$ cat src/sv/vector_distance_metric_unit_macros.svh
// Assertion macros for the vector distance metric unit.
`ifndef VECTOR_DISTANCE_METRIC_UNIT_MACROS_SVH
`define VECTOR_DISTANCE_METRIC_UNIT_MACROS_SVH

// Same-cycle implication, sampled on clk, off during rst.
`define VDM_ASSERT_NOW(label, ante, cons, msg) \
  label: assert property (@(posedge clk) disable iff (rst) (ante) |-> (cons)) \
    else $error(msg);

// Next-cycle implication, sampled on clk, off during rst.
`define VDM_ASSERT_NEXT(label, ante, cons, msg) \
  label: assert property (@(posedge clk) disable iff (rst) (ante) |=> (cons)) \
    else $error(msg);

`endif

$ cat src/sv/vdm_pkg.sv
// Shared types and constants for the vector distance metric unit.
`timescale 1ns / 1ps

package vdm_pkg;

  localparam int ELEM_W = 32;
  localparam int DIST_W = 48;
  localparam int ACC_W  = 64;
  localparam int DEN_W  = 33;

  localparam logic [2:0] METRIC_NONE      = 3'd0;
  localparam logic [2:0] METRIC_EUCLID    = 3'd1;
  localparam logic [2:0] METRIC_MANHATTAN = 3'd2;
  localparam logic [2:0] METRIC_CHEBYSHEV = 3'd3;
  localparam logic [2:0] METRIC_CANBERRA  = 3'd4;
  localparam logic [2:0] METRIC_MINKOWSKI = 3'd5;

  typedef struct packed {
    logic signed [ELEM_W-1:0] a_element;
    logic signed [ELEM_W-1:0] b_element;
    logic                     last_pair;
  } pair_t;

  typedef struct packed {
    logic [DIST_W-1:0] distance;
    logic              saturated;
  } dist_t;

  typedef enum logic [1:0] {
    OP_MUL  = 2'd0,
    OP_DIV  = 2'd1,
    OP_SQRT = 2'd2
  } iter_op_t;

  typedef struct packed {
    logic     start;
    iter_op_t op;
  } iter_req_t;

  typedef struct packed {
    logic             busy;
    logic             done;
    logic [ACC_W-1:0] result;
  } iter_rsp_t;

endpackage

$ cat src/sv/vector_distance_metric_unit.sv
// Top level of the vector distance metric unit: control, accumulator, output register.
//
//   channel   handshake                  payload
//   pair      pair_valid / pair_stall    pair_data   (pair_t)
//   dist      dist_valid / dist_stall    dist_data   (dist_t)
//   metric    metric_valid / metric_ready metric_data (3 bits)
//
// Each pair passes through the prep, load and accumulate states; euclidean and minkowski
// also wait in the iterate state for the bit-serial unit (32 multiply steps), as does
// canberra unless both elements are zero (17 divide steps). A last pair then ends in the
// done state, and under euclidean and minkowski it first runs the 32-step square root.
// rst is synchronous; it clears the metric, accumulator, overflow flag and dist_valid.
// A finished result waits in the output register under dist_stall; the next pair
// is taken meanwhile and only its own final transfer waits for the register.
`timescale 1ns / 1ps
`include "vector_distance_metric_unit_macros.svh"

module vector_distance_metric_unit
  import vdm_pkg::*;
(
  input  logic       clk,
  input  logic       rst,
  input  logic       pair_valid,
  output logic       pair_stall,
  input  pair_t      pair_data,
  output logic       dist_valid,
  input  logic       dist_stall,
  output dist_t      dist_data,
  input  logic       metric_valid,
  output logic       metric_ready,
  input  logic [2:0] metric_data
);

  typedef enum logic [7:0] {
    S_IDLE  = 8'b00000001,
    S_PREP  = 8'b00000010,
    S_LOAD  = 8'b00000100,
    S_ITER  = 8'b00001000,
    S_ACC   = 8'b00010000,
    S_ROOT  = 8'b00100000,
    S_RWAIT = 8'b01000000,
    S_DONE  = 8'b10000000
  } state_t;

  state_t            state;
  state_t            state_next;
  logic [2:0]        metric;
  logic [2:0]        step_metric;
  logic [31:0]       a_q;
  logic [31:0]       b_q;
  logic              last_q;
  logic [31:0]       d_q;
  logic [31:0]       abs_a_q;
  logic [31:0]       abs_b_q;
  logic [ACC_W-1:0]  term;
  logic [ACC_W-1:0]  acc;
  logic              ovf;

  logic              pair_take;
  logic              out_free;
  logic [32:0]       diff_ab;
  logic [32:0]       diff_ba;
  logic [31:0]       d_next;
  logic [31:0]       abs_a_next;
  logic [31:0]       abs_b_next;
  logic [DEN_W-1:0]  den;
  logic              den_zero;
  logic              is_sq;
  logic              iter_needed;
  logic [ACC_W:0]    sum;
  logic [ACC_W-1:0]  res;
  logic              clamp;
  iter_req_t         iter_req;
  iter_rsp_t         iter_rsp;
  logic [ACC_W-1:0]  opd_a;
  logic [DEN_W-1:0]  opd_b;

  assign metric_ready = 1'b1;
  assign pair_stall   = (state != S_IDLE);
  assign pair_take    = pair_valid && !pair_stall;
  assign out_free     = !dist_valid || !dist_stall;

  assign is_sq = (step_metric == METRIC_EUCLID) || (step_metric == METRIC_MINKOWSKI);

  always_comb begin
    diff_ab    = {a_q[31], a_q} - {b_q[31], b_q};
    diff_ba    = {b_q[31], b_q} - {a_q[31], a_q};
    d_next     = diff_ab[32] ? diff_ba[31:0] : diff_ab[31:0];
    abs_a_next = a_q[31] ? (32'd0 - a_q) : a_q;
    abs_b_next = b_q[31] ? (32'd0 - b_q) : b_q;
    den        = {1'b0, abs_a_q} + {1'b0, abs_b_q};
    den_zero   = (abs_a_q == 32'd0) && (abs_b_q == 32'd0);
    iter_needed = is_sq || ((step_metric == METRIC_CANBERRA) && !den_zero);
    sum        = {1'b0, acc} + {1'b0, term};
  end

  always_comb begin
    iter_req.start = ((state == S_LOAD) && iter_needed) || (state == S_ROOT);
    if (state == S_ROOT) begin
      iter_req.op = OP_SQRT;
    end else if (step_metric == METRIC_CANBERRA) begin
      iter_req.op = OP_DIV;
    end else begin
      iter_req.op = OP_MUL;
    end
    opd_a = (state == S_ROOT) ? acc : {32'd0, d_q};
    opd_b = (step_metric == METRIC_CANBERRA) ? den : {1'b0, d_q};
  end

  vdm_iter u_iter (
    .clk   (clk),
    .rst   (rst),
    .req   (iter_req),
    .opd_a (opd_a),
    .opd_b (opd_b),
    .rsp   (iter_rsp)
  );

  always_comb begin
    case (step_metric) inside
      METRIC_EUCLID, METRIC_MINKOWSKI:                    res = term;
      METRIC_MANHATTAN, METRIC_CHEBYSHEV, METRIC_CANBERRA: res = acc;
      default:                                            res = '0;
    endcase
    clamp = (res[ACC_W-1:DIST_W] != '0);
  end

  always_comb begin
    state_next = state;
    unique case (state)
      S_IDLE:  if (pair_take) state_next = S_PREP;
      S_PREP:  state_next = S_LOAD;
      S_LOAD:  state_next = iter_needed ? S_ITER : S_ACC;
      S_ITER:  if (iter_rsp.done) state_next = S_ACC;
      S_ACC: begin
        if (!last_q) begin
          state_next = S_IDLE;
        end else if (is_sq) begin
          state_next = S_ROOT;
        end else begin
          state_next = S_DONE;
        end
      end
      S_ROOT:  state_next = S_RWAIT;
      S_RWAIT: if (iter_rsp.done) state_next = S_DONE;
      S_DONE:  if (out_free) state_next = S_IDLE;
      default: state_next = S_IDLE;
    endcase
  end

  always_ff @(posedge clk) begin
    if (rst) begin
      state       <= S_IDLE;
      metric      <= METRIC_NONE;
      step_metric <= METRIC_NONE;
      acc         <= '0;
      ovf         <= 1'b0;
      dist_valid  <= 1'b0;
    end else begin
      state <= state_next;
      if (metric_valid && metric_ready) begin
        metric <= metric_data;
      end
      if ((state == S_DONE) && out_free) begin
        dist_valid <= 1'b1;
      end else if (dist_valid && !dist_stall) begin
        dist_valid <= 1'b0;
      end
      unique case (state)
        S_IDLE: begin
          if (pair_take) begin
            a_q         <= pair_data.a_element;
            b_q         <= pair_data.b_element;
            last_q      <= pair_data.last_pair;
            step_metric <= metric;
          end
        end
        S_PREP: begin
          d_q     <= d_next;
          abs_a_q <= abs_a_next;
          abs_b_q <= abs_b_next;
        end
        S_LOAD: begin
          if (!iter_needed) begin
            term <= (step_metric == METRIC_CANBERRA) ? '0 : {32'd0, d_q};
          end
        end
        S_ITER: begin
          if (iter_rsp.done) begin
            term <= iter_rsp.result;
          end
        end
        S_ACC: begin
          case (step_metric) inside
            METRIC_EUCLID, METRIC_MINKOWSKI, METRIC_MANHATTAN, METRIC_CANBERRA: begin
              if (sum[ACC_W]) begin
                acc <= '1;
                ovf <= 1'b1;
              end else begin
                acc <= sum[ACC_W-1:0];
              end
            end
            METRIC_CHEBYSHEV: begin
              if (term > acc) begin
                acc <= term;
              end
            end
            default: begin
              acc <= acc;
            end
          endcase
        end
        S_ROOT: begin
          term <= term;
        end
        S_RWAIT: begin
          if (iter_rsp.done) begin
            term <= iter_rsp.result;
          end
        end
        S_DONE: begin
          if (out_free) begin
            dist_data.distance  <= clamp ? '1 : res[DIST_W-1:0];
            dist_data.saturated <= ovf || clamp;
            acc                 <= '0;
            ovf                 <= 1'b0;
          end
        end
        default: begin
          term <= term;
        end
      endcase
    end
  end

  `VDM_ASSERT_NOW(a_ovf_pins_acc, ovf, (acc == '1), "overflow flag set without a saturated accumulator")
  `VDM_ASSERT_NOW(a_iter_done_waited, iter_rsp.done, ((state == S_ITER) || (state == S_RWAIT)), "serial unit finished outside a wait state")
  `VDM_ASSERT_NEXT(a_clear_after_result, ((state == S_DONE) && out_free), ((acc == '0) && !ovf && dist_valid), "accumulator not cleared after result transfer")

endmodule

$ cat src/sv/vdm_iter.sv
// Bit-serial multiply, divide and square root unit sharing one shift datapath.
`timescale 1ns / 1ps

module vdm_iter
  import vdm_pkg::*;
(
  input  logic             clk,
  input  logic             rst,
  input  iter_req_t        req,
  input  logic [ACC_W-1:0] opd_a,
  input  logic [DEN_W-1:0] opd_b,
  output iter_rsp_t        rsp
);

  localparam logic [5:0] MUL_STEPS  = 6'd32;
  localparam logic [5:0] DIV_STEPS  = 6'd17;
  localparam logic [5:0] SQRT_STEPS = 6'd32;

  logic        busy;
  logic        done;
  iter_op_t    op_q;
  logic [5:0]  cnt;
  logic [34:0] hi;
  logic [63:0] lo;
  logic [32:0] dv;

  logic [32:0] mul_sum;
  logic [34:0] sub_a;
  logic [34:0] sub_b;
  logic [35:0] sub_d;
  logic        take;
  logic [34:0] sub_r;
  logic [63:0] result;

  always_comb begin
    mul_sum = {1'b0, hi[31:0]} + (lo[0] ? {1'b0, dv[31:0]} : 33'd0);
    if (op_q == OP_SQRT) begin
      sub_a = {hi[32:0], lo[63:62]};
      sub_b = {1'b0, dv[31:0], 2'b01};
    end else begin
      sub_a = {hi[33:0], lo[63]};
      sub_b = {2'b00, dv};
    end
    sub_d = {1'b0, sub_a} - {1'b0, sub_b};
    take  = ~sub_d[35];
    sub_r = take ? sub_d[34:0] : sub_a;
  end

  always_ff @(posedge clk) begin
    if (rst) begin
      busy <= 1'b0;
      done <= 1'b0;
      op_q <= OP_MUL;
    end else begin
      done <= busy && (cnt == 6'd0);
      if (req.start) begin
        busy <= 1'b1;
        op_q <= req.op;
        unique case (req.op)
          OP_MUL: begin
            hi  <= '0;
            lo  <= {32'd0, opd_a[31:0]};
            dv  <= opd_b;
            cnt <= MUL_STEPS - 6'd1;
          end
          OP_DIV: begin
            hi  <= {4'd0, opd_a[31:1]};
            lo  <= {opd_a[0], 63'd0};
            dv  <= opd_b;
            cnt <= DIV_STEPS - 6'd1;
          end
          OP_SQRT: begin
            hi  <= '0;
            lo  <= opd_a;
            dv  <= '0;
            cnt <= SQRT_STEPS - 6'd1;
          end
          default: begin
            hi  <= '0;
            lo  <= '0;
            dv  <= '0;
            cnt <= 6'd0;
          end
        endcase
      end else if (busy) begin
        cnt <= cnt - 6'd1;
        if (cnt == 6'd0) begin
          busy <= 1'b0;
        end
        unique case (op_q)
          OP_MUL: begin
            hi <= {3'd0, mul_sum[32:1]};
            lo <= {lo[63:32], mul_sum[0], lo[31:1]};
          end
          OP_DIV: begin
            hi <= sub_r;
            lo <= {lo[62:0], take};
          end
          OP_SQRT: begin
            hi <= sub_r;
            lo <= {lo[61:0], 2'b00};
            dv <= {dv[31:0], take};
          end
          default: begin
            hi <= hi;
          end
        endcase
      end
    end
  end

  always_comb begin
    unique case (op_q)
      OP_MUL:  result = {hi[31:0], lo[31:0]};
      OP_DIV:  result = {47'd0, lo[16:0]};
      OP_SQRT: result = {32'd0, dv[31:0]};
      default: result = '0;
    endcase
  end

  assign rsp.busy   = busy;
  assign rsp.done   = done;
  assign rsp.result = result;

endmodule

$ cat config.mk
export PLATFORM = sky130hd
export DESIGN_NAME = vector_distance_metric_unit
export DESIGN_NICKNAME = d
export VERILOG_FILES = /design/src/sv/vdm_pkg.sv /design/src/sv/vector_distance_metric_unit.sv /design/src/sv/vdm_iter.sv
export VERILOG_INCLUDE_DIRS = /design/src /design/src/sv
export SDC_FILE = /design/constraint.sdc
export NUM_CORES = 2
export LEC_CHECK = 0
export ABC_CLOCK_PERIOD_IN_PS = 9600
export BUFFER_PORTS_ARGS = -buffer_cell sky130_fd_sc_hd__buf_4
export CORE_UTILIZATION = 55
export DETAILED_ROUTE_END_ITERATION = 8
export GPL_ROUTABILITY_DRIVEN = 0
export PLACE_DENSITY = 0.73
export SLEW_MARGIN = 30
export SYNTH_ARGS = -nofsm -noshare
export SYNTH_HDL_FRONTEND = slang
export SYNTH_SLANG_ARGS = --single-unit
$ cat constraint.sdc
create_clock -name clk -period 9.6 [get_ports clk]
set_input_delay 1.92 -clock clk [delete_from_list [all_inputs] [get_ports clk]]
set_output_delay 1.92 -clock clk [all_outputs]
set_load 0.01 [all_outputs]
==> results.md <==
- Status: finished clean
- Initial antenna violation count: 1
- Ports: 125
- Hpwl dp: 83.60 mm
- Num rows: 94
- Drt first pass iters: 7
- Pins over their slew limit: 0
- Clk slew on worst S/H paths: 60 ps
- Final TNS setup: 0 ps
- HP Class: reg2reg
- Post-CTS sizing: 0
- Final worst path period share: 57.75%
- P_leak: 0.01581 uW
- Total Wirelength: 112.8 mm
- Final setup fails: 0
- Final Skew: 23.89 ps
- Crit path max fanout: 35
- Seq pwr share: 47.4%
- Via-to-Cell Ratio: 6.649
- PortBufs: 123
- VDD IR max: 0.0001468 V
- Initial DRC count: 4165
- Register bit total from synthesis: 495
- Syn_area_per_cell: 9.407 um2
- Die Y-Extent: 259.6 um
- Worst R2R Start: u_iter.op_q[0]
- DIE AREA: 67380 um2
- GRT Residual Overflow: 0
- First-pass GRT wire length: 173.3 mm
- Worst setup SP type: register
- Post-CTS setup buffers: 0
- CP Capture Type: register
- Final nets: 4271
- Via Count: 31933
- Core area: 65750 um2
- Syn Nets: 4256
- Die Span X: 259.6 um
- Netlist cell types: 96
- Fraction of registers with async set/reset: 0%
- Main synth FF type: edfxtp_1
- CTS root buf: clkbuf_16
- Post-synthesis sequential area ratio: 38.43%
- Sw frac: 24.34%
- Worst EP arrival: 6000 ps
- Max-slew headroom: 31.12%
- Crit. Startpoint: u_iter.op_q[0]
- DRC: 0
- MaxCap Viol Count: 0
- Post-synth EDFFs: 411
- N_diodes: 0
- TritonCTS buffer count: 56
- Kind of critical path: reg2reg
- Area Growth Syn to Fin: 9.584%
- Largest net degree at the start of global routing: 88
- Hold Buf Count CTS: 0
- CTS tree: yes
- Placed insts: 4699
- CTS H-tree lvls: 2
- Layout cells sized above 1: 9.114%
- Max Clk Rate: 180.4 MHz
- Overall fraction of global-route tracks in use: 32.93%
- Post-synthesis cell area: 36490 um2
- Starting Density: 55.50%
- Clock latency on the worst-skew pair: 630 ps
- Slew of the pin with the lowest slew margin: 1020 ps
- Filler cells: 5658
- PwrDens: 125.7 nW/um2
- Maximum clock path buffer count: 3
- Syn Inst Count: 3879
- Yosys warns: 0
- Crit path time final: 5544 ps
- Clock share of power: 43.9%
- Vias in the first global route: 29883
- Required @ worst endpoint: 10060 ps
- Clk sinks: 495
- Final Hold Fails: 0
- Switching power total: 1223 uW
- DRT antenna net count: 0
- Internal: 3803 uW
- Worst Hold Launch: acc[11]
- Cell Count, Final, Fillers Out: 4803
- Gate power share: 8.7%
- Wire per inst: 23.49 um
- Unrepaired setup endpoints after global routing: false
-- metal layers --
layer  GRT usage [%]  wire, um  vias to the layer above
li1                -         -                    14677
met5               0        13                        -
met3           6.053     11640                      387
met1           42.59     43920                    15097
met2           52.13     50020                     1770
met4           18.12      7257                        2
-- flip-flops by register name (all words and copies together), names as in the netlist, 32 cells and up --
signal     count
u_iter.lo     64
abs_b_q       32
abs_a_q       32
acc           64
u_iter.dv     33
a_q           32
term          64
u_iter.hi     34
b_q           32
d_q           32
dist_data     49
-- power by group through the flow --
stage | sequential, uW | combinational [uW] | clock [uW]
floorplan | 2420 | 296 | 0
global placement | 2430 | 419 | 0
detailed placement | 2430 | 424 | 0
CTS | 2380 | 426 | 2230
global route | 2390 | 470 | 2300
finish | 2380 | 435 | 2210
-- worst paths after layout --
path / endpoint / slack [ps] / cells after the start
worst max register to register: u_iter.hi[26] / 4060 / 16
worst min register to register: acc[11] / 480 / 2
worst max-delay path: u_iter.hi[26] / 4060 / 16
worst min-delay path: acc[11] / 480 / 2
-- cell usage after synthesis, types with 26 or more instances --
cell	instances	area, um2
edfxtp_1	411	12340
a21oi_1	317	1587
ha_1	298	3729
nand2_1	272	1021
inv_1	261	979.7
nor2_1	241	904.6
o21ai_0	198	991.0
xnor2_1	168	1471
clkbuf_1	166	623.1
nand3_1	117	585.6
dfxtp_1	84	1682
a21o_1	83	623.1
a22oi_1	81	608.1
mux2i_1	70	700.7
o31ai_1	67	503.0
and3_1	66	412.9
o221ai_1	58	508.0
nor3_1	57	285.3
a221o_1	53	530.5
xor2_1	53	464.2
nor4_1	48	300.3
o21bai_1	45	337.8
a221oi_1	43	376.6
and2_1	43	269.0
nor2b_1	43	269.0
mux2_2	40	450.4
nand4_1	39	244.0
nand2b_1	35	219.0
o21a_1	33	247.7
a222oi_1	31	310.3
o211ai_1	31	232.7
a211oi_1	29	217.7
o311a_1	27	270.3
or3_1	26	162.7
-- logic make-up (layout without fill, tap and decap cells) --
group	count (synthesis)	count (layout)	synth area share, %
xor+xnor	221	221	5.304
compound gates	1241	1241	23.64
mux	111	111	3.196
buf+inv	471	531	5.061
flops	495	495	38.43
fa+ha+maj	304	304	10.55
other cells	1	1	0.01028
simple gates	1035	1035	13.81
-- worst max-delay path, stage by stage (launching register included) --
cell and delay, ps:
dfxtp_1 340, inv_1 160, ha_2 870, mux2_2 430, ha_1 370, a211oi_1 260, o21bai_1 130, a31oi_1 220
nor3_1 80, nor4_1 340, o21ai_1 240, a2111oi_2 590, o21ai_4 230, buf_4 320, nor2_2 440, a22oi_1 170
o211ai_1 150
-- metrics by stage --
step / power, uW / hold WS [ps] / utilization, % / worst slack, ps / cell area, um2
floorplan: 2714 / 447.8 / - / 39.66 / 36490
CTS: 5034 / 477.5 / 60.81 / 4170 / 39980
global placement: 2847 / 459.3 / 57.95 / 4355 / 38100
finish: 5026 / 479.1 / 60.82 / 4056 / 39990
detailed placement: 2853 / 469.1 / 57.97 / 4196 / 38110
global route: 5152 / 497.7 / 60.82 / 3704 / 39990
-- placed cells by master, fill, tap and decap left out, types with 55 or more instances in the layout --
| cell | instances |
|---|---|
| and3_1 | 66 |
| a21oi_1 | 316 |
| nand2_1 | 271 |
| o221ai_1 | 58 |
| a21o_1 | 83 |
| mux2i_1 | 70 |
| nor2_1 | 235 |
| o21ai_0 | 197 |
| nand3_1 | 117 |
| dfxtp_1 | 84 |
| ha_1 | 296 |
| inv_1 | 261 |
| clkbuf_16 | 58 |
| xnor2_1 | 167 |
| a22oi_1 | 81 |
| edfxtp_1 | 411 |
| buf_4 | 163 |
| nor3_1 | 55 |
| o31ai_1 | 67 |
-- final cells by class --
| class | count | area [um2] | area share (%) |
|---|---|---|---|
| Sequential cell | 495 | 14020 | 35.07 |
| Multi-Input combinational cell | 2913 | 20790 | 51.98 |
| Tap cell | 864 | 1081 | 2.703 |
| Inverter | 263 | 987.2 | 2.469 |
| Timing Repair Buffer | 165 | 1246 | 3.116 |
| Clock inverter | 35 | 375.4 | 0.9387 |
| Clock buffer | 68 | 1489 | 3.723 |
(Power assumes the default switching activity.)
